$ cat config.mk
export PLATFORM = sky130hd
export DESIGN_NAME = indent_aware_tokenizer
export DESIGN_NICKNAME = d
export VERILOG_FILES = /design/src/design/iat_pkg.sv /design/src/design/iat_dpath.sv /design/src/design/iat_ctrl.sv /design/src/design/indent_aware_tokenizer.sv
export SDC_FILE = /design/constraint.sdc
export NUM_CORES = 1
export LEC_CHECK = 0
export ABC_CLOCK_PERIOD_IN_PS = 13200
export BUFFER_PORTS_ARGS = -buffer_cell sky130_fd_sc_hd__buf_2
export CORE_ASPECT_RATIO = 1.2
export CORE_MARGIN = 2
export CORE_UTILIZATION = 50
export CTS_CLUSTER_DIAMETER = 80
export DETAILED_ROUTE_END_ITERATION = 6
export PLACE_DENSITY = 0.67
export SLEW_MARGIN = 15
export SYNTH_ARGS = -nofsm -noshare
export SYNTH_HDL_FRONTEND = slang
export SYNTH_SLANG_ARGS = --single-unit
$ cat constraint.sdc
create_clock -name clk -period 13.2 [get_ports clk]
set_input_delay 1.32 -clock clk [delete_from_list [all_inputs] [get_ports clk]]
set_output_delay 1.32 -clock clk [all_outputs]
set_load 0.03 [all_outputs]
$ cat src/design/iat_pkg.sv
// ---------------------------------------------------------------------------
// iat_pkg
// Types, token codes, character constants and keyword tables of the tokenizer.
// ---------------------------------------------------------------------------
package iat_pkg;

	// token kinds
	localparam logic [4:0] K_AT        = 5'd4;
	localparam logic [4:0] K_IDENT     = 5'd5;
	localparam logic [4:0] K_NUMBER    = 5'd6;
	localparam logic [4:0] K_COLON     = 5'd7;
	localparam logic [4:0] K_ARROW     = 5'd8;
	localparam logic [4:0] K_LBRACKET  = 5'd9;
	localparam logic [4:0] K_RBRACKET  = 5'd10;
	localparam logic [4:0] K_LPAREN    = 5'd11;
	localparam logic [4:0] K_RPAREN    = 5'd12;
	localparam logic [4:0] K_COMMA     = 5'd13;
	localparam logic [4:0] K_EQUAL     = 5'd14;
	localparam logic [4:0] K_PLUS      = 5'd15;
	localparam logic [4:0] K_STAR      = 5'd16;
	localparam logic [4:0] K_DOT       = 5'd17;
	localparam logic [4:0] K_NEWLINE   = 5'd18;
	localparam logic [4:0] K_INDENT    = 5'd19;
	localparam logic [4:0] K_DEDENT    = 5'd20;
	localparam logic [4:0] K_EOF       = 5'd21;
	localparam logic [4:0] K_BADINDENT = 5'd22;
	localparam logic [4:0] K_BADCHAR   = 5'd23;
	localparam logic [4:0] K_OVERFLOW  = 5'd24;

	// characters
	localparam logic [7:0] CH_SPACE = 8'h20;
	localparam logic [7:0] CH_TAB   = 8'h09;
	localparam logic [7:0] CH_LF    = 8'h0a;
	localparam logic [7:0] CH_CR    = 8'h0d;
	localparam logic [7:0] CH_HASH  = 8'h23;
	localparam logic [7:0] CH_MINUS = 8'h2d;
	localparam logic [7:0] CH_GT    = 8'h3e;
	localparam logic [7:0] CH_UNDER = 8'h5f;
	localparam logic [7:0] CH_DOT   = 8'h2e;

	localparam logic [3:0] TAB_WIDTH_RESET = 4'd4;

	typedef enum logic [2:0] {
		M_START, M_SKIP, M_MID, M_IDENT, M_INT, M_FRAC, M_COMMENT
	} mode_t;

	typedef enum logic [1:0] {
		P_NONE, P_CR, P_MINUS
	} pend_t;

	typedef enum logic [4:0] {
		OP_NONE, OP_LOAD, OP_LOADB, OP_LOADCR, OP_SETCR, OP_CLRPEND, OP_MINUS,
		OP_CONTENT, OP_PUSH, OP_OVERFLOW, OP_POP, OP_BADIND, OP_DISPATCH,
		OP_FLUSH, OP_ENDLINE, OP_EOS_BAD, OP_EOS_POP, OP_EOF, OP_RELEASE
	} op_t;

	typedef struct packed {
		op_t op;
	} cmd_t;

	typedef struct packed {
		logic  hold_err;
		pend_t pend;
		logic  b_cr;
		logic  b_lf;
		logic  cont_indent;
		logic  cont_dispatch;
		logic  flushable;
		logic  partial;
		logic  gt;
		logic  lt;
		logic  cnt_gt1;
		logic  full;
		logic  slot_free;
		logic  hold_v;
	} stat_t;

	function automatic logic is_alpha(input logic [7:0] c);
		return (c >= 8'h61 && c <= 8'h7a) || (c >= 8'h41 && c <= 8'h5a) || c == CH_UNDER;
	endfunction

	function automatic logic is_digit(input logic [7:0] c);
		return c >= 8'h30 && c <= 8'h39;
	endfunction

	// single-character punctuation; bit 5 flags a match
	function automatic logic [5:0] punct_kind(input logic [7:0] c);
		case (c)
			8'h40:   return {1'b1, K_AT};
			8'h3a:   return {1'b1, K_COLON};
			8'h5b:   return {1'b1, K_LBRACKET};
			8'h5d:   return {1'b1, K_RBRACKET};
			8'h28:   return {1'b1, K_LPAREN};
			8'h29:   return {1'b1, K_RPAREN};
			8'h2c:   return {1'b1, K_COMMA};
			8'h3d:   return {1'b1, K_EQUAL};
			8'h2b:   return {1'b1, K_PLUS};
			8'h2a:   return {1'b1, K_STAR};
			8'h2e:   return {1'b1, K_DOT};
			default: return 6'd0;
		endcase
	endfunction

	// keyword lengths: def, return, if, else
	function automatic logic [2:0] kw_len(input logic [1:0] k);
		case (k)
			2'd0:    return 3'd3;
			2'd1:    return 3'd6;
			2'd2:    return 3'd2;
			default: return 3'd4;
		endcase
	endfunction

	function automatic logic [7:0] kw_char(input logic [1:0] k, input logic [2:0] i);
		logic [47:0] s;
		case (k)
			2'd0:    s = {24'd0, "fed"};
			2'd1:    s = "nruter";
			2'd2:    s = {32'd0, "fi"};
			default: s = {16'd0, "esle"};
		endcase
		case (i)
			3'd0:    return s[7:0];
			3'd1:    return s[15:8];
			3'd2:    return s[23:16];
			3'd3:    return s[31:24];
			3'd4:    return s[39:32];
			3'd5:    return s[47:40];
			default: return 8'd0;
		endcase
	endfunction

endpackage

$ cat src/design/iat_dpath.sv
// ---------------------------------------------------------------------------
// iat_dpath
// Tokenizer datapath: scan state, indentation stack memory, token buffer and
// output register. Executes one controller command per cycle.
// ---------------------------------------------------------------------------
module iat_dpath #(
	parameter int STACK_DEPTH = 16,
	parameter int COLUMN_BITS = 12,
	parameter int LINE_BITS   = 16
) (
	input  logic                   clk,
	input  logic                   arst_n,
	input  iat_pkg::cmd_t          cmd,
	output iat_pkg::stat_t         st,
	input  logic [7:0]             in_byte,
	input  logic                   cfg_we,
	input  logic [3:0]             cfg_data,
	output logic                   out_valid,
	input  logic                   out_ready,
	output logic [4:0]             out_kind,
	output logic [LINE_BITS-1:0]   out_line,
	output logic [COLUMN_BITS-1:0] out_col,
	output logic [COLUMN_BITS-1:0] out_len,
	output logic                   out_last
);
	localparam int IW = (STACK_DEPTH > 1) ? $clog2(STACK_DEPTH) : 1;
	localparam int CW = $clog2(STACK_DEPTH + 1);
	localparam logic [COLUMN_BITS-1:0] COL_MAX = {COLUMN_BITS{1'b1}};
	localparam logic [LINE_BITS-1:0] LINE_MAX = {LINE_BITS{1'b1}};

	// scan state
	iat_pkg::mode_t mode_q;
	iat_pkg::pend_t pend_q;
	logic err_q;
	logic [3:0] tw_q;
	logic [7:0] b_q, c_q;
	logic [COLUMN_BITS-1:0] sum_q, col_q, start_q, len_q, top_q, rd_q;
	logic [LINE_BITS-1:0] line_q;
	logic [3:0] kw_q;
	logic [CW-1:0] cnt_q;
	logic [COLUMN_BITS-1:0] stack_mem [STACK_DEPTH];

	// token buffer and output register
	logic hv_q;
	logic [4:0] hk_q;
	logic [LINE_BITS-1:0] hl_q;
	logic [COLUMN_BITS-1:0] hc_q, hn_q;
	logic ov_q, olast_q;
	logic [4:0] ok_q;
	logic [LINE_BITS-1:0] ol_q;
	logic [COLUMN_BITS-1:0] oc_q, on_q;

	function automatic logic [COLUMN_BITS-1:0] sat_inc(input logic [COLUMN_BITS-1:0] a);
		return (a == COL_MAX) ? a : a + 1'b1;
	endfunction

	function automatic logic [COLUMN_BITS-1:0] sat_addw(input logic [COLUMN_BITS-1:0] a,
		input logic [3:0] w);
		logic [COLUMN_BITS:0] s;
		s = {1'b0, a} + {{(COLUMN_BITS-3){1'b0}}, w};
		return s[COLUMN_BITS] ? COL_MAX : s[COLUMN_BITS-1:0];
	endfunction

	// kind of a finished identifier or number
	logic [4:0] flush_kind;
	always_comb begin
		flush_kind = iat_pkg::K_NUMBER;
		if (mode_q == iat_pkg::M_IDENT) begin
			flush_kind = iat_pkg::K_IDENT;
			for (int k = 0; k < 4; k++)
				if (kw_q[k] && len_q == COLUMN_BITS'(iat_pkg::kw_len(2'(k))))
					flush_kind = 5'(k);
		end
	end

	// keyword candidates after one more identifier byte
	logic [3:0] kw_ext;
	always_comb begin
		for (int k = 0; k < 4; k++)
			kw_ext[k] = kw_q[k] && (len_q < COLUMN_BITS'(iat_pkg::kw_len(2'(k))))
				&& (iat_pkg::kw_char(2'(k), len_q[2:0]) == c_q);
	end

	// character classes
	logic c_alpha, c_digit, c_blank;
	logic [5:0] c_punct;
	assign c_alpha = iat_pkg::is_alpha(c_q);
	assign c_digit = iat_pkg::is_digit(c_q);
	assign c_blank = (c_q == iat_pkg::CH_SPACE) || (c_q == iat_pkg::CH_TAB);
	assign c_punct = iat_pkg::punct_kind(c_q);

	// token produced by this cycle's command
	logic e_v;
	logic [4:0] e_kind;
	logic [COLUMN_BITS-1:0] e_col, e_len;
	always_comb begin
		e_v = 1'b0;
		e_kind = iat_pkg::K_EOF;
		e_col = COLUMN_BITS'(1);
		e_len = '0;
		case (cmd.op)
			iat_pkg::OP_MINUS: begin
				e_v = 1'b1;
				e_col = start_q;
				if (b_q == iat_pkg::CH_GT) begin
					e_kind = iat_pkg::K_ARROW;
					e_len = COLUMN_BITS'(2);
				end else begin
					e_kind = iat_pkg::K_BADCHAR;
					e_len = COLUMN_BITS'(1);
				end
			end
			iat_pkg::OP_CONTENT, iat_pkg::OP_FLUSH: begin
				e_v = (cmd.op == iat_pkg::OP_FLUSH) || st.flushable && !(
					(mode_q == iat_pkg::M_IDENT && (c_alpha || c_digit)) ||
					(mode_q == iat_pkg::M_INT && (c_digit || c_q == iat_pkg::CH_DOT)) ||
					(mode_q == iat_pkg::M_FRAC && c_digit));
				e_kind = flush_kind;
				e_col = start_q;
				e_len = len_q;
			end
			iat_pkg::OP_PUSH: begin
				e_v = 1'b1;
				e_kind = iat_pkg::K_INDENT;
			end
			iat_pkg::OP_OVERFLOW: begin
				e_v = 1'b1;
				e_kind = iat_pkg::K_OVERFLOW;
				e_col = col_q;
			end
			iat_pkg::OP_POP, iat_pkg::OP_EOS_POP: begin
				e_v = 1'b1;
				e_kind = iat_pkg::K_DEDENT;
			end
			iat_pkg::OP_BADIND: begin
				e_v = 1'b1;
				e_kind = iat_pkg::K_BADINDENT;
				e_col = col_q;
			end
			iat_pkg::OP_DISPATCH: begin
				e_col = col_q;
				e_len = COLUMN_BITS'(1);
				if (!c_blank && c_q != iat_pkg::CH_HASH && !c_alpha && !c_digit
						&& c_q != iat_pkg::CH_MINUS) begin
					e_v = 1'b1;
					e_kind = c_punct[5] ? c_punct[4:0] : iat_pkg::K_BADCHAR;
				end
			end
			iat_pkg::OP_ENDLINE: begin
				e_v = (mode_q != iat_pkg::M_START) && (mode_q != iat_pkg::M_SKIP);
				e_kind = iat_pkg::K_NEWLINE;
				e_col = sat_inc(col_q);
			end
			iat_pkg::OP_EOS_BAD: begin
				e_v = 1'b1;
				e_kind = iat_pkg::K_BADCHAR;
				e_col = start_q;
				e_len = COLUMN_BITS'(1);
			end
			iat_pkg::OP_EOF: begin
				e_v = 1'b1;
			end
			default: begin
				e_v = 1'b0;
			end
		endcase
	end

	// status to the controller
	always_comb begin
		st.hold_err = err_q;
		st.pend = pend_q;
		st.b_cr = (b_q == iat_pkg::CH_CR);
		st.b_lf = (b_q == iat_pkg::CH_LF);
		st.cont_indent = (mode_q == iat_pkg::M_START) && !c_blank && (c_q != iat_pkg::CH_HASH);
		st.cont_dispatch = (mode_q == iat_pkg::M_MID) ||
			(mode_q == iat_pkg::M_IDENT && !c_alpha && !c_digit) ||
			(mode_q == iat_pkg::M_INT && !c_digit && c_q != iat_pkg::CH_DOT) ||
			(mode_q == iat_pkg::M_FRAC && !c_digit);
		st.flushable = (mode_q == iat_pkg::M_IDENT) || (mode_q == iat_pkg::M_INT) ||
			(mode_q == iat_pkg::M_FRAC);
		st.partial = (col_q != '0) || (pend_q == iat_pkg::P_CR);
		st.gt = sum_q > top_q;
		st.lt = sum_q < top_q;
		st.cnt_gt1 = cnt_q > CW'(1);
		st.full = cnt_q >= CW'(STACK_DEPTH);
		st.slot_free = !ov_q || out_ready;
		st.hold_v = hv_q;
	end

	// stack memory: one write port, registered read of the entry under the top
	logic [CW-1:0] below_addr;
	assign below_addr = cnt_q - CW'(2);
	always_ff @(posedge clk) begin
		if (cmd.op == iat_pkg::OP_PUSH)
			stack_mem[cnt_q[IW-1:0]] <= sum_q;
		rd_q <= stack_mem[below_addr[IW-1:0]];
	end

	// scan state update
	always_ff @(posedge clk or negedge arst_n) begin
		if (!arst_n) begin
			mode_q <= iat_pkg::M_START;
			pend_q <= iat_pkg::P_NONE;
			err_q <= 1'b0;
			tw_q <= iat_pkg::TAB_WIDTH_RESET;
			cnt_q <= CW'(1);
			top_q <= '0;
			sum_q <= '0;
			line_q <= LINE_BITS'(1);
			col_q <= '0;
			start_q <= '0;
			len_q <= '0;
			kw_q <= 4'hf;
			b_q <= '0;
			c_q <= '0;
		end else begin
			if (cfg_we)
				tw_q <= cfg_data;
			case (cmd.op)
				iat_pkg::OP_LOAD: b_q <= in_byte;
				iat_pkg::OP_LOADB: c_q <= b_q;
				iat_pkg::OP_LOADCR: begin
					c_q <= iat_pkg::CH_CR;
					pend_q <= iat_pkg::P_NONE;
				end
				iat_pkg::OP_SETCR: pend_q <= iat_pkg::P_CR;
				iat_pkg::OP_CLRPEND: pend_q <= iat_pkg::P_NONE;
				iat_pkg::OP_MINUS: begin
					pend_q <= iat_pkg::P_NONE;
					col_q <= sat_inc(col_q);
					if (b_q != iat_pkg::CH_GT)
						err_q <= 1'b1;
				end
				iat_pkg::OP_CONTENT: begin
					col_q <= sat_inc(col_q);
					case (mode_q)
						iat_pkg::M_START: begin
							if (c_q == iat_pkg::CH_SPACE)
								sum_q <= sat_inc(sum_q);
							else if (c_q == iat_pkg::CH_TAB)
								sum_q <= sat_addw(sum_q, tw_q);
							else if (c_q == iat_pkg::CH_HASH)
								mode_q <= iat_pkg::M_SKIP;
						end
						iat_pkg::M_IDENT: begin
							if (c_alpha || c_digit) begin
								kw_q <= kw_ext;
								len_q <= sat_inc(len_q);
							end else
								mode_q <= iat_pkg::M_MID;
						end
						iat_pkg::M_INT: begin
							if (c_digit)
								len_q <= sat_inc(len_q);
							else if (c_q == iat_pkg::CH_DOT) begin
								len_q <= sat_inc(len_q);
								mode_q <= iat_pkg::M_FRAC;
							end else
								mode_q <= iat_pkg::M_MID;
						end
						iat_pkg::M_FRAC: begin
							if (c_digit)
								len_q <= sat_inc(len_q);
							else
								mode_q <= iat_pkg::M_MID;
						end
						default: ;
					endcase
				end
				iat_pkg::OP_PUSH: begin
					top_q <= sum_q;
					cnt_q <= cnt_q + 1'b1;
				end
				iat_pkg::OP_OVERFLOW, iat_pkg::OP_BADIND: err_q <= 1'b1;
				iat_pkg::OP_POP: begin
					cnt_q <= cnt_q - 1'b1;
					top_q <= (cnt_q == CW'(2)) ? '0 : rd_q;
				end
				iat_pkg::OP_DISPATCH: begin
					mode_q <= iat_pkg::M_MID;
					if (c_q == iat_pkg::CH_HASH)
						mode_q <= iat_pkg::M_COMMENT;
					else if (c_alpha) begin
						mode_q <= iat_pkg::M_IDENT;
						start_q <= col_q;
						len_q <= COLUMN_BITS'(1);
						for (int k = 0; k < 4; k++)
							kw_q[k] <= (iat_pkg::kw_char(2'(k), 3'd0) == c_q);
					end else if (c_digit) begin
						mode_q <= iat_pkg::M_INT;
						start_q <= col_q;
						len_q <= COLUMN_BITS'(1);
					end else if (c_q == iat_pkg::CH_MINUS) begin
						pend_q <= iat_pkg::P_MINUS;
						start_q <= col_q;
					end else if (!c_blank && !c_punct[5])
						err_q <= 1'b1;
				end
				iat_pkg::OP_FLUSH: mode_q <= iat_pkg::M_MID;
				iat_pkg::OP_ENDLINE: begin
					if (line_q != LINE_MAX)
						line_q <= line_q + 1'b1;
					col_q <= '0;
					sum_q <= '0;
					mode_q <= iat_pkg::M_START;
				end
				iat_pkg::OP_EOS_BAD: begin
					err_q <= 1'b1;
					pend_q <= iat_pkg::P_NONE;
				end
				iat_pkg::OP_EOS_POP: cnt_q <= cnt_q - 1'b1;
				iat_pkg::OP_EOF: begin
					mode_q <= iat_pkg::M_START;
					pend_q <= iat_pkg::P_NONE;
					err_q <= 1'b0;
					cnt_q <= CW'(1);
					top_q <= '0;
					sum_q <= '0;
					line_q <= LINE_BITS'(1);
					col_q <= '0;
					start_q <= '0;
					len_q <= '0;
					kw_q <= 4'hf;
				end
				default: ;
			endcase
		end
	end

	// token buffer: the newest token waits until it is known whether it is the last
	logic push_out;
	assign push_out = (e_v && hv_q) || (cmd.op == iat_pkg::OP_RELEASE);

	always_ff @(posedge clk or negedge arst_n) begin
		if (!arst_n) begin
			hv_q <= 1'b0;
			ov_q <= 1'b0;
		end else begin
			if (push_out)
				ov_q <= 1'b1;
			else if (out_ready)
				ov_q <= 1'b0;
			if (e_v)
				hv_q <= 1'b1;
			else if (cmd.op == iat_pkg::OP_RELEASE)
				hv_q <= 1'b0;
		end
	end

	always_ff @(posedge clk) begin
		if (push_out) begin
			ok_q <= hk_q;
			ol_q <= hl_q;
			oc_q <= hc_q;
			on_q <= hn_q;
			olast_q <= (cmd.op == iat_pkg::OP_RELEASE);
		end
		if (e_v) begin
			hk_q <= e_kind;
			hl_q <= line_q;
			hc_q <= e_col;
			hn_q <= e_len;
		end
	end

	assign out_valid = ov_q;
	assign out_kind = ok_q;
	assign out_line = ol_q;
	assign out_col = oc_q;
	assign out_len = on_q;
	assign out_last = olast_q;

endmodule

$ cat src/design/iat_ctrl.sv
// ---------------------------------------------------------------------------
// iat_ctrl
// Tokenizer sequencer: steps one input word through pending-character,
// content, indentation, line-end and end-of-source phases.
// ---------------------------------------------------------------------------
module iat_ctrl (
	input  logic           clk,
	input  logic           arst_n,
	input  logic           in_valid,
	input  logic           in_eos,
	output logic           in_ready,
	input  iat_pkg::stat_t st,
	output iat_pkg::cmd_t  cmd
);
	typedef enum logic [3:0] {
		S_IDLE, S_PEND, S_BYTE, S_CONTENT, S_INDENT, S_DEDENT, S_DWAIT,
		S_DISPATCH, S_ENDLINE, S_NEXT, S_FINISH, S_EOS, S_EOSD
	} state_t;

	state_t state_q, nxt;
	logic then_q, nthen;
	logic eos_q, neos;

	assign in_ready = (state_q == S_IDLE);

	// command and next state
	always_comb begin
		cmd.op = iat_pkg::OP_NONE;
		nxt = state_q;
		nthen = then_q;
		neos = eos_q;
		case (state_q)
			S_IDLE: begin
				if (in_valid) begin
					cmd.op = iat_pkg::OP_LOAD;
					neos = in_eos;
					nthen = 1'b0;
					nxt = in_eos ? S_EOS : (st.hold_err ? S_IDLE : S_PEND);
				end
			end
			S_PEND: begin
				if (st.slot_free) begin
					if (st.pend == iat_pkg::P_MINUS) begin
						cmd.op = iat_pkg::OP_MINUS;
						nxt = S_FINISH;
					end else if (st.pend == iat_pkg::P_CR) begin
						if (st.b_lf) begin
							cmd.op = iat_pkg::OP_CLRPEND;
							nxt = S_ENDLINE;
						end else begin
							cmd.op = iat_pkg::OP_LOADCR;
							nthen = 1'b1;
							nxt = S_CONTENT;
						end
					end else
						nxt = S_BYTE;
				end
			end
			S_BYTE: begin
				if (st.b_cr) begin
					cmd.op = iat_pkg::OP_SETCR;
					nxt = S_FINISH;
				end else if (st.b_lf)
					nxt = S_ENDLINE;
				else begin
					cmd.op = iat_pkg::OP_LOADB;
					nxt = S_CONTENT;
				end
			end
			S_CONTENT: begin
				if (st.slot_free) begin
					cmd.op = iat_pkg::OP_CONTENT;
					nxt = st.cont_indent ? S_INDENT : (st.cont_dispatch ? S_DISPATCH : S_NEXT);
				end
			end
			S_INDENT, S_DEDENT: begin
				if (st.slot_free) begin
					if (state_q == S_INDENT && st.gt) begin
						cmd.op = st.full ? iat_pkg::OP_OVERFLOW : iat_pkg::OP_PUSH;
						nxt = st.full ? S_NEXT : S_DISPATCH;
					end else if (st.cnt_gt1 && st.lt) begin
						cmd.op = iat_pkg::OP_POP;
						nxt = S_DWAIT;
					end else if (st.gt || st.lt) begin
						cmd.op = iat_pkg::OP_BADIND;
						nxt = S_NEXT;
					end else begin
						cmd.op = iat_pkg::OP_DISPATCH;
						nxt = S_NEXT;
					end
				end
			end
			// wait state: lets the registered stack read catch up with the new top
			S_DWAIT: nxt = S_DEDENT;
			S_DISPATCH: begin
				if (st.slot_free) begin
					cmd.op = iat_pkg::OP_DISPATCH;
					nxt = S_NEXT;
				end
			end
			S_ENDLINE: begin
				if (st.slot_free) begin
					if (st.flushable)
						cmd.op = iat_pkg::OP_FLUSH;
					else begin
						cmd.op = iat_pkg::OP_ENDLINE;
						nxt = eos_q ? S_EOSD : S_NEXT;
					end
				end
			end
			S_NEXT: begin
				nthen = 1'b0;
				nxt = (then_q && !st.hold_err) ? S_BYTE : S_FINISH;
			end
			S_FINISH: begin
				if (!st.hold_v)
					nxt = S_IDLE;
				else if (st.slot_free) begin
					cmd.op = iat_pkg::OP_RELEASE;
					nxt = S_IDLE;
				end
			end
			S_EOS: begin
				if (st.slot_free) begin
					if (st.hold_err) begin
						cmd.op = iat_pkg::OP_EOF;
						nxt = S_FINISH;
					end else if (st.pend == iat_pkg::P_MINUS)
						cmd.op = iat_pkg::OP_EOS_BAD;
					else if (st.partial) begin
						cmd.op = iat_pkg::OP_CLRPEND;
						nxt = S_ENDLINE;
					end else
						nxt = S_EOSD;
				end
			end
			S_EOSD: begin
				if (st.slot_free) begin
					if (st.cnt_gt1)
						cmd.op = iat_pkg::OP_EOS_POP;
					else begin
						cmd.op = iat_pkg::OP_EOF;
						nxt = S_FINISH;
					end
				end
			end
			default: nxt = S_IDLE;
		endcase
	end

	// state registers
	always_ff @(posedge clk or negedge arst_n) begin
		if (!arst_n) begin
			state_q <= S_IDLE;
			then_q <= 1'b0;
			eos_q <= 1'b0;
		end else begin
			state_q <= nxt;
			then_q <= nthen;
			eos_q <= neos;
		end
	end

endmodule

$ cat src/design/indent_aware_tokenizer.sv
// ---------------------------------------------------------------------------
// indent_aware_tokenizer
// Indentation-aware lexer: source bytes in, tokens with kind, line, column
// and length out, with Indent and Dedent tokens from a stack of widths.
// ---------------------------------------------------------------------------
// channel   dir  handshake          payload
// s_*       in   s_tvalid/s_tready  tdata: byte; tuser: end of source
// m_*       out  m_tvalid/m_tready  tdata: kind,line,column,length; tlast
// cfg_*     in   cfg_valid/cfg_ready cfg_data: tab width
//
// One input word at a time; a word that arrives after an error is dropped
// unless it ends the source. Each Dedent at a line start waits for a
// registered stack read. Output stalls hold the sequencer; the newest
// token waits in a one-entry buffer so that tlast marks the final token of
// each input word.
// Reset is asynchronous; no clearing pass is needed.
// ---------------------------------------------------------------------------
module indent_aware_tokenizer #(
	parameter int STACK_DEPTH = 16,
	parameter int COLUMN_BITS = 12,
	parameter int LINE_BITS   = 16
) (
	input  logic clk,
	input  logic arst_n,
	input  logic s_tvalid,
	output logic s_tready,
	input  logic [7:0] s_tdata,   // byte_req
	input  logic s_tuser,         // end of source
	output logic m_tvalid,
	input  logic m_tready,
	output logic [((5 + LINE_BITS + 2 * COLUMN_BITS + 7) / 8) * 8 - 1:0] m_tdata,
		// token_kind, token_line, token_column, token_length
	output logic m_tlast,         // last_of_run
	input  logic cfg_valid,
	output logic cfg_ready,
	input  logic [3:0] cfg_data
);
	localparam int OUT_W = ((5 + LINE_BITS + 2 * COLUMN_BITS + 7) / 8) * 8;

	iat_pkg::cmd_t  cmd;
	iat_pkg::stat_t st;
	logic [4:0] kind;
	logic [LINE_BITS-1:0] line;
	logic [COLUMN_BITS-1:0] col, len;

	assign cfg_ready = 1'b1;

	iat_ctrl u_ctrl (
		.clk(clk), .arst_n(arst_n),
		.in_valid(s_tvalid), .in_eos(s_tuser), .in_ready(s_tready),
		.st(st), .cmd(cmd)
	);

	iat_dpath #(
		.STACK_DEPTH(STACK_DEPTH), .COLUMN_BITS(COLUMN_BITS), .LINE_BITS(LINE_BITS)
	) u_dpath (
		.clk(clk), .arst_n(arst_n), .cmd(cmd), .st(st), .in_byte(s_tdata),
		.cfg_we(cfg_valid), .cfg_data(cfg_data),
		.out_valid(m_tvalid), .out_ready(m_tready), .out_kind(kind),
		.out_line(line), .out_col(col), .out_len(len), .out_last(m_tlast)
	);

	// pack fields from the lowest bit up
	assign m_tdata = OUT_W'({len, col, line, kind});

endmodule

==> results of run 1 <==
[through the flow]
stage               total power, mW  std cells
detailed placement             4.16       2104
finish                         5.31       2179
global placement               4.13       2104
global route                   5.60       2179
floorplan                      3.52       1578
CTS                            5.34       2179
[power by group]
part           internal (mW)  switching, mW  leakage [nW]
logic                  0.673           1.30          3.13
registers               1.87          0.308          4.25
clock network          0.681          0.483         0.660
total                   3.22           2.09          8.03
[cell usage after synthesis, types with 13 or more instances]
cell type / number
o21ai_1: 19
a21oi_1: 97
buf_1: 14
edfxtp_1: 283
mux4_2: 60
and3_1: 20
and2_1: 20
nand2b_1: 19
mux2_2: 14
or3_1: 15
nor4_1: 15
a31oi_1: 15
nand3_1: 59
clkbuf_1: 47
buf_2: 24
o31ai_1: 22
xor2_1: 17
nand2_1: 121
dfrtp_1: 112
inv_1: 45
ha_1: 34
nor3_1: 29
nand4_1: 13
o21ai_0: 77
nor2_1: 139
[layout make-up]
type | count | share of cell area [%]
repair buffers | 91 | 2.40
well taps | 526 | 3.02
clock buffers | 59 | 5.39
clock inverters | 16 | 0.793
multi-input cells | 1028 | 33.8
flip-flops and latches | 414 | 53.8
inverters | 45 | 0.775
[sequential cells by signal, summed over array words and instances, names as in the netlist, 4 cells and up]
register,cells
u_dpath.hc_q,12
u_dpath.start_q,12
u_dpath.c_q,8
u_dpath.rd_q,12
u_dpath.stack_mem,192
u_dpath.kw_q,4
u_dpath.line_q,16
u_dpath.sum_q,12
u_dpath.out_len,12
u_dpath.tw_q,4
u_dpath.out_col,12
u_dpath.col_q,12
u_dpath.cnt_q,5
u_dpath.out_line,16
u_dpath.b_q,8
u_dpath.out_kind,5
u_ctrl.state_q,4
u_dpath.hk_q,5
u_dpath.hl_q,16
u_dpath.top_q,12
u_dpath.len_q,12
u_dpath.hn_q,12
[path summary, 6_finish.rpt]
kind / from / endpoint
min in group asynchronous: arst_n / u_dpath.len_q[8]
min: u_dpath.hc_q[8] / u_dpath.out_col[8]
max reg2reg: u_dpath.cnt_q[0] / u_dpath.sum_q[3]
max in group asynchronous: arst_n / u_dpath.cnt_q[1]
min reg2reg: u_dpath.hc_q[8] / u_dpath.out_col[8]
max: u_dpath.cnt_q[0] / u_dpath.sum_q[3]
[per-layer routing]
metal  GRT usage (%)  routed length, um  part of all wire (%)
met1            31.0              19300                    39
met2            42.3              24800                    51
met3            3.34               2700                   5.5
met4            11.0               2160                   4.4
met5               0                  0                     0
[cell families (layout without fill, tap and decap cells)]
family | count (synthesis) | count (layout)
mux | 84 | 84
fa+ha+maj | 35 | 35
compound gates | 356 | 356
other cells | 2 | 4
buf+inv | 136 | 211
simple gates | 523 | 523
flops | 414 | 414
xor+xnor | 26 | 26
==> results.cfg, run 1 <==
[run_status]
outcome = complete, but fails checks
violations = DRC

[cells_and_area]
post-route-util_pct = 56.2
final_cell_mix = edfxtp_1 (283), nor2_1 (138), nand2_1 (121), dfrtp_1 (111), a21oi_1 (96)
multi_input_area_mm2 = 0.00736
diodes = 0
fillers = 3242
final_cell_area_mm2 = 0.0218
fin_nets = 1674
drive_gt1_share_pct = 17.2
final_common_cell = edfxtp_1
ff_latch_area_mm2 = 0.0117
area_growth_pct = 11.3

[clock_tree]
cts_tree = yes
cts_hold_buf = 0
cts-root-buf = clkbuf_16
cts_setup_buffers = 0
numCtsBuffers = 41
clkTransAtPathRegs_ns = 0.06
cts.sink_count = 414
cts.path.max_buffers = 3
cts.repair.resized = 0
clock_latency_ns = 0.54
h-tree-depth = 2

[yosys]
netlist_top_cells_area = edfxtp_1 (43%), dfrtp_1 (14%), mux4_2 (6.9%)
yosys.area_share.simple_pct = 13.7
synthCells = 1576
ys_ff_latch = 414
synth_area_mm2 = 0.0196
yosysTopAreaCellShare_pct = 43.4
synth-compound-area-share_pct = 11.8
async_reset_ff_share_pct = 28.7
yosysSeqAreaShare_pct = 59.9
synth_xor_area_share_pct = 1.16
synth_top_cell_by_area = edfxtp_1
yosys_most_used_dff = edfxtp_1
synth_edf_count = 283
yosys_warnings = 0
synth_mux_area_share_pct = 8.24
synth_fa_ha_area_share_pct = 2.28
synth_top_family_by_area = simple AND/OR/NAND/NOR gates
ys_types = 105
avgSynthCellArea_um2 = 12.4

[sta]
tns_ns = 0
min_period_over_period_pct = 38.0
final_max_slew_viol_count = 0
max_freq_mhz = 199
finClkSkew_ns = 0.0176
rsz0062_at_grt = no
slew_headroom_pct = 28.7
hold_ws_ns = 0.415
layout_setup_ws_ns = 8.18
finalHoldViolations = 0
fin_crit_ns = 5.02
worstMarginPinSlew_ns = 1.07
finalSetupViolCount = 0

[flow_run]
drv_cap = 0

[global_route]
track_usage_pct = 24.5
grt_pass1_wl_mm = 76.1
first_global_vias = 13300
grt_max_degree = 71
antenna_found_initial = 0
grt_overflow_total = 0

[route]
drt_iter0_drc = 1222
avgViaCountPerCell = 6.13
wl_per_cell_um = 22.5
drc = 2
wl_mm = 49.0
postRouteAntennaNets = 0
route.vias.total = 13400
firstDrtPassIters = 7

[placement]
port_buffers = 65
place.gp.congestion = 0.922
pre_cts_slack_ns = 7.97
hpwl_mm = 33.3
place_area_mm2 = 0.0204

[worst_hold_path]
hold_path_class = reg -> reg
hold-path-cell-count = 0

[setup_path]
r2r_cells = 9
critPathRequiredTime_ns = 13.59
arrival_ns = 5.41
path_depth = 9
crit_slowest_cell = dfstp_4
crit_top_cell = a21oi_1
cp_cell_sequence = a21boi_1 > o21a_1 > a221o_1 > o31ai_4 > nand2_1 > a21oi_1 > a21oi_1 > nor2_1 > a21oi_1
crit_type = reg -> reg
crit_buf_inv = 0
cp_top_family = compound AO/OA/AOI/OAI gates
slowest_delay_ns = 1.23
critPathLaunchType = flip-flop
worstPathMaxFanout = 56
r2r_slack_ns = 8.18
cp-end-kind = flip-flop

[floorplanning]
dieArea_mm2 = 0.0408
rows = 79
core_mm2 = 0.0387
chipHeight_um = 221
ios = 70
die_x_um = 185
start_util_pct = 50.5

[power_and_ir_drop]
irDropWorstVdd_v = 0.000168
p_leak_nw = 8.03
p_per_area_mw_per_mm2 = 244
(Power assumes the default switching activity.)
==> inputs of run 2 (changes only) <==
--- a/config.mk
+++ b/config.mk
@@ -5,7 +5,8 @@
 export SDC_FILE = /design/constraint.sdc
 export NUM_CORES = 1
 export LEC_CHECK = 0
-export ABC_CLOCK_PERIOD_IN_PS = 13200
+export ABC_AREA = 1
+export ABC_CLOCK_PERIOD_IN_PS = 4700
 export BUFFER_PORTS_ARGS = -buffer_cell sky130_fd_sc_hd__buf_2
 export CORE_ASPECT_RATIO = 1.2
 export CORE_MARGIN = 2
==> constraint.sdc (replaced) <==
create_clock -name clk -period 4.7 [get_ports clk]
set_input_delay 0.47 -clock clk [delete_from_list [all_inputs] [get_ports clk]]
set_output_delay 0.47 -clock clk [all_outputs]
set_load 0.03 [all_outputs]
==> results.cfg, run 2 <==
[sta]
final_max_slew_viol_count = 0
finClkSkew_ns = 0.0229
rsz0062_at_grt = no
tns_ns = 0
finalSetupViolCount = 0
fin_crit_ns = 3.97
worstMarginPinSlew_ns = 1.01
finalHoldViolations = 0
max_freq_mhz = 252
min_period_over_period_pct = 84.4
slew_headroom_pct = 32.6
layout_setup_ws_ns = 0.733

[route]
avgViaCountPerCell = 5.63
wl_mm = 50.7
wl_per_cell_um = 19.3
route.vias.total = 14800
postRouteAntennaNets = 0
firstDrtPassIters = 7
drt_iter0_drc = 1067
drc = 0

[floorplanning]
rows = 79
die_x_um = 185
chipHeight_um = 221
ios = 70
dieArea_mm2 = 0.0409
start_util_pct = 50.8
core_mm2 = 0.0387

[setup_path]
critPathRequiredTime_ns = 5.13
crit_buf_inv = 2
slowest_delay_ns = 0.78
crit_type = reg -> reg
crit_slowest_cell = dfrtp_1
worstPathMaxFanout = 27
critPathLaunchType = flip-flop
cp_cell_sequence = ha_1 > a21o_1 > nor2_1 > nand3_1 > nand2_1 > nand2_2 > inv_2 > nand2_2 > nand2_4 > nand4_4 > inv_1 > nor2_2 > a21oi_1 > nor2_1
cp-end-kind = flip-flop
cp_top_family = simple AND/OR/NAND/NOR gates
arrival_ns = 4.39

[placement]
hpwl_mm = 33.5
port_buffers = 65
place.gp.congestion = 0.933
pre_cts_slack_ns = 0.828

[clock_tree]
cts_tree = yes
cts-root-buf = clkbuf_16
clkTransAtPathRegs_ns = 0.06
cts.sink_count = 414
cts.path.max_buffers = 3
numCtsBuffers = 43
h-tree-depth = 2
clock_latency_ns = 0.55
cts.repair.resized = 0

[yosys]
async_reset_ff_share_pct = 28.7
synth_top_cell_by_area = edfxtp_1
netlist_top_cells_area = edfxtp_1 (43%), dfrtp_1 (14%), nand2_1 (6.3%)
yosys_warnings = 0
synth_edf_count = 283
yosysMostFrequentCell = nand2_1
ys_types = 56
synthCells = 1999
avgSynthCellArea_um2 = 9.84
yosysTopAreaCellShare_pct = 43.2
ys_ff_latch = 414
yosys_most_used_dff = edfxtp_1
ys_top_cells_by_count = nand2_1 (332), edfxtp_1 (283), nor2_1 (262)
yosysSeqAreaShare_pct = 59.6
synth_area_mm2 = 0.0197

[power_and_ir_drop]
power_mw = 15.1
irDropWorstVdd_v = 0.000461
p_per_area_mw_per_mm2 = 685
p_leak_nw = 8.81

[global_route]
use_met3_pct = 3.55
grt_overflow_total = 0
grt_max_degree = 98
busiest_layer = met2
grt_pass1_wl_mm = 79.5
antenna_found_initial = 0
first_global_vias = 14700
track_usage_pct = 24.9
grtUsageMet1_pct = 30.4
use_met2_pct = 43.1

[flow_run]
drv_cap = 0

[cells_and_area]
area_growth_pct = 11.9
fin_nets = 2121
final_cell_mix = nand2_1 (331), edfxtp_1 (283), nor2_1 (262), o21ai_0 (197), inv_1 (161)
final_common_cell = nand2_1
largest_reg_flops = 192
drive_gt1_share_pct = 12.4
diodes = 0

[run_status]
outcome = finished clean

[worst_hold_path]
hold_path_class = in -> reg
## run 2: changes by cell type in the layout (fill, tap and decap cells not counted), moves of 41 or more
cell	before	now
nand2_1	121	331
nor2_1	138	262
o21ai_0	77	197
inv_1	45	161
mux4_2	60	0
a21oi_1	96	55
nand3_1	59	100
## run 2: where the power goes
| group | internal [mW] | switching (mW) | leakage (nW) |
|---|---|---|---|
| Combinational | 1.64 | 4.24 | 3.77 |
| Clock | 2.00 | 1.40 | 0.698 |
| Sequential | 5.17 | 0.616 | 4.34 |
## run 2: routing by layer
layer / vias to the layer above / wire length (um)
met5: - / 0
met4: 0 / 2480
met3: 146 / 2710
met2: 458 / 25500
met1: 7099 / 20000
li1: 7080 / -
## run 2: timing repair
item,4_1_cts,5_1_grt
hold endpoints to repair,43,0
hold buffers,1,0
setup buffers,0,0
## run 2: final cells by class
type	count	area [um^2]
repair buffers	102	608
fillers	3427	16700
clock inverters	24	240
clock buffers	53	1170
flip-flops and latches	414	11700
well taps	526	658
inverters	185	699
multi-input cells	1322	6890
## run 2: per-stage QoR
step / instance area, um^2 / std cells / utilization (%) / hold WS [ns]
6_report: 22000 / 2626 / 56.8 / 0.153
3_5_place_dp: 20600 / 2548 / 53.1 / 0.405
2_1_floorplan: 19700 / 2001 / - / 0.174
3_3_place_gp: 20600 / 2548 / 53.1 / 0.401
5_1_grt: 22000 / 2626 / 56.8 / 0.137
4_1_cts: 22000 / 2626 / 56.8 / 0.126
## run 2: kinds of logic (layout without fill, tap and decap cells)
| logic type | after synthesis | in the layout | synth area share, % |
|---|---|---|---|
| and+or+nand+nor | 824 | 824 | 18.4 |
| AOI/OAI and AO/OA | 420 | 420 | 12.4 |
| DFF | 414 | 414 | 59.6 |
| buffers and inverters | 265 | 364 | 5.43 |
| adders and majority gates | 35 | 35 | 2.26 |
| xor gates and xnor gates | 34 | 34 | 1.51 |
| muxes | 5 | 5 | 0.286 |
| other | 2 | 4 | 0.0382 |
## run 2: worst paths after layout
path,start,end,cells after the start,slack (ns)
worst max-delay path,u_dpath.sum_q[11],u_dpath.cnt_q[2],14,0.73
worst min-delay path,s_tdata[2],u_dpath.b_q[2],2,0.15
worst max register to register,u_dpath.sum_q[11],u_dpath.cnt_q[2],14,0.73
worst min register to register,u_dpath.hl_q[15],u_dpath.out_line[15],0,0.42
max in group asynchronous,arst_n,u_dpath.tw_q[2],3,3.17
min in group asynchronous,arst_n,u_dpath.line_q[6],2,0.49
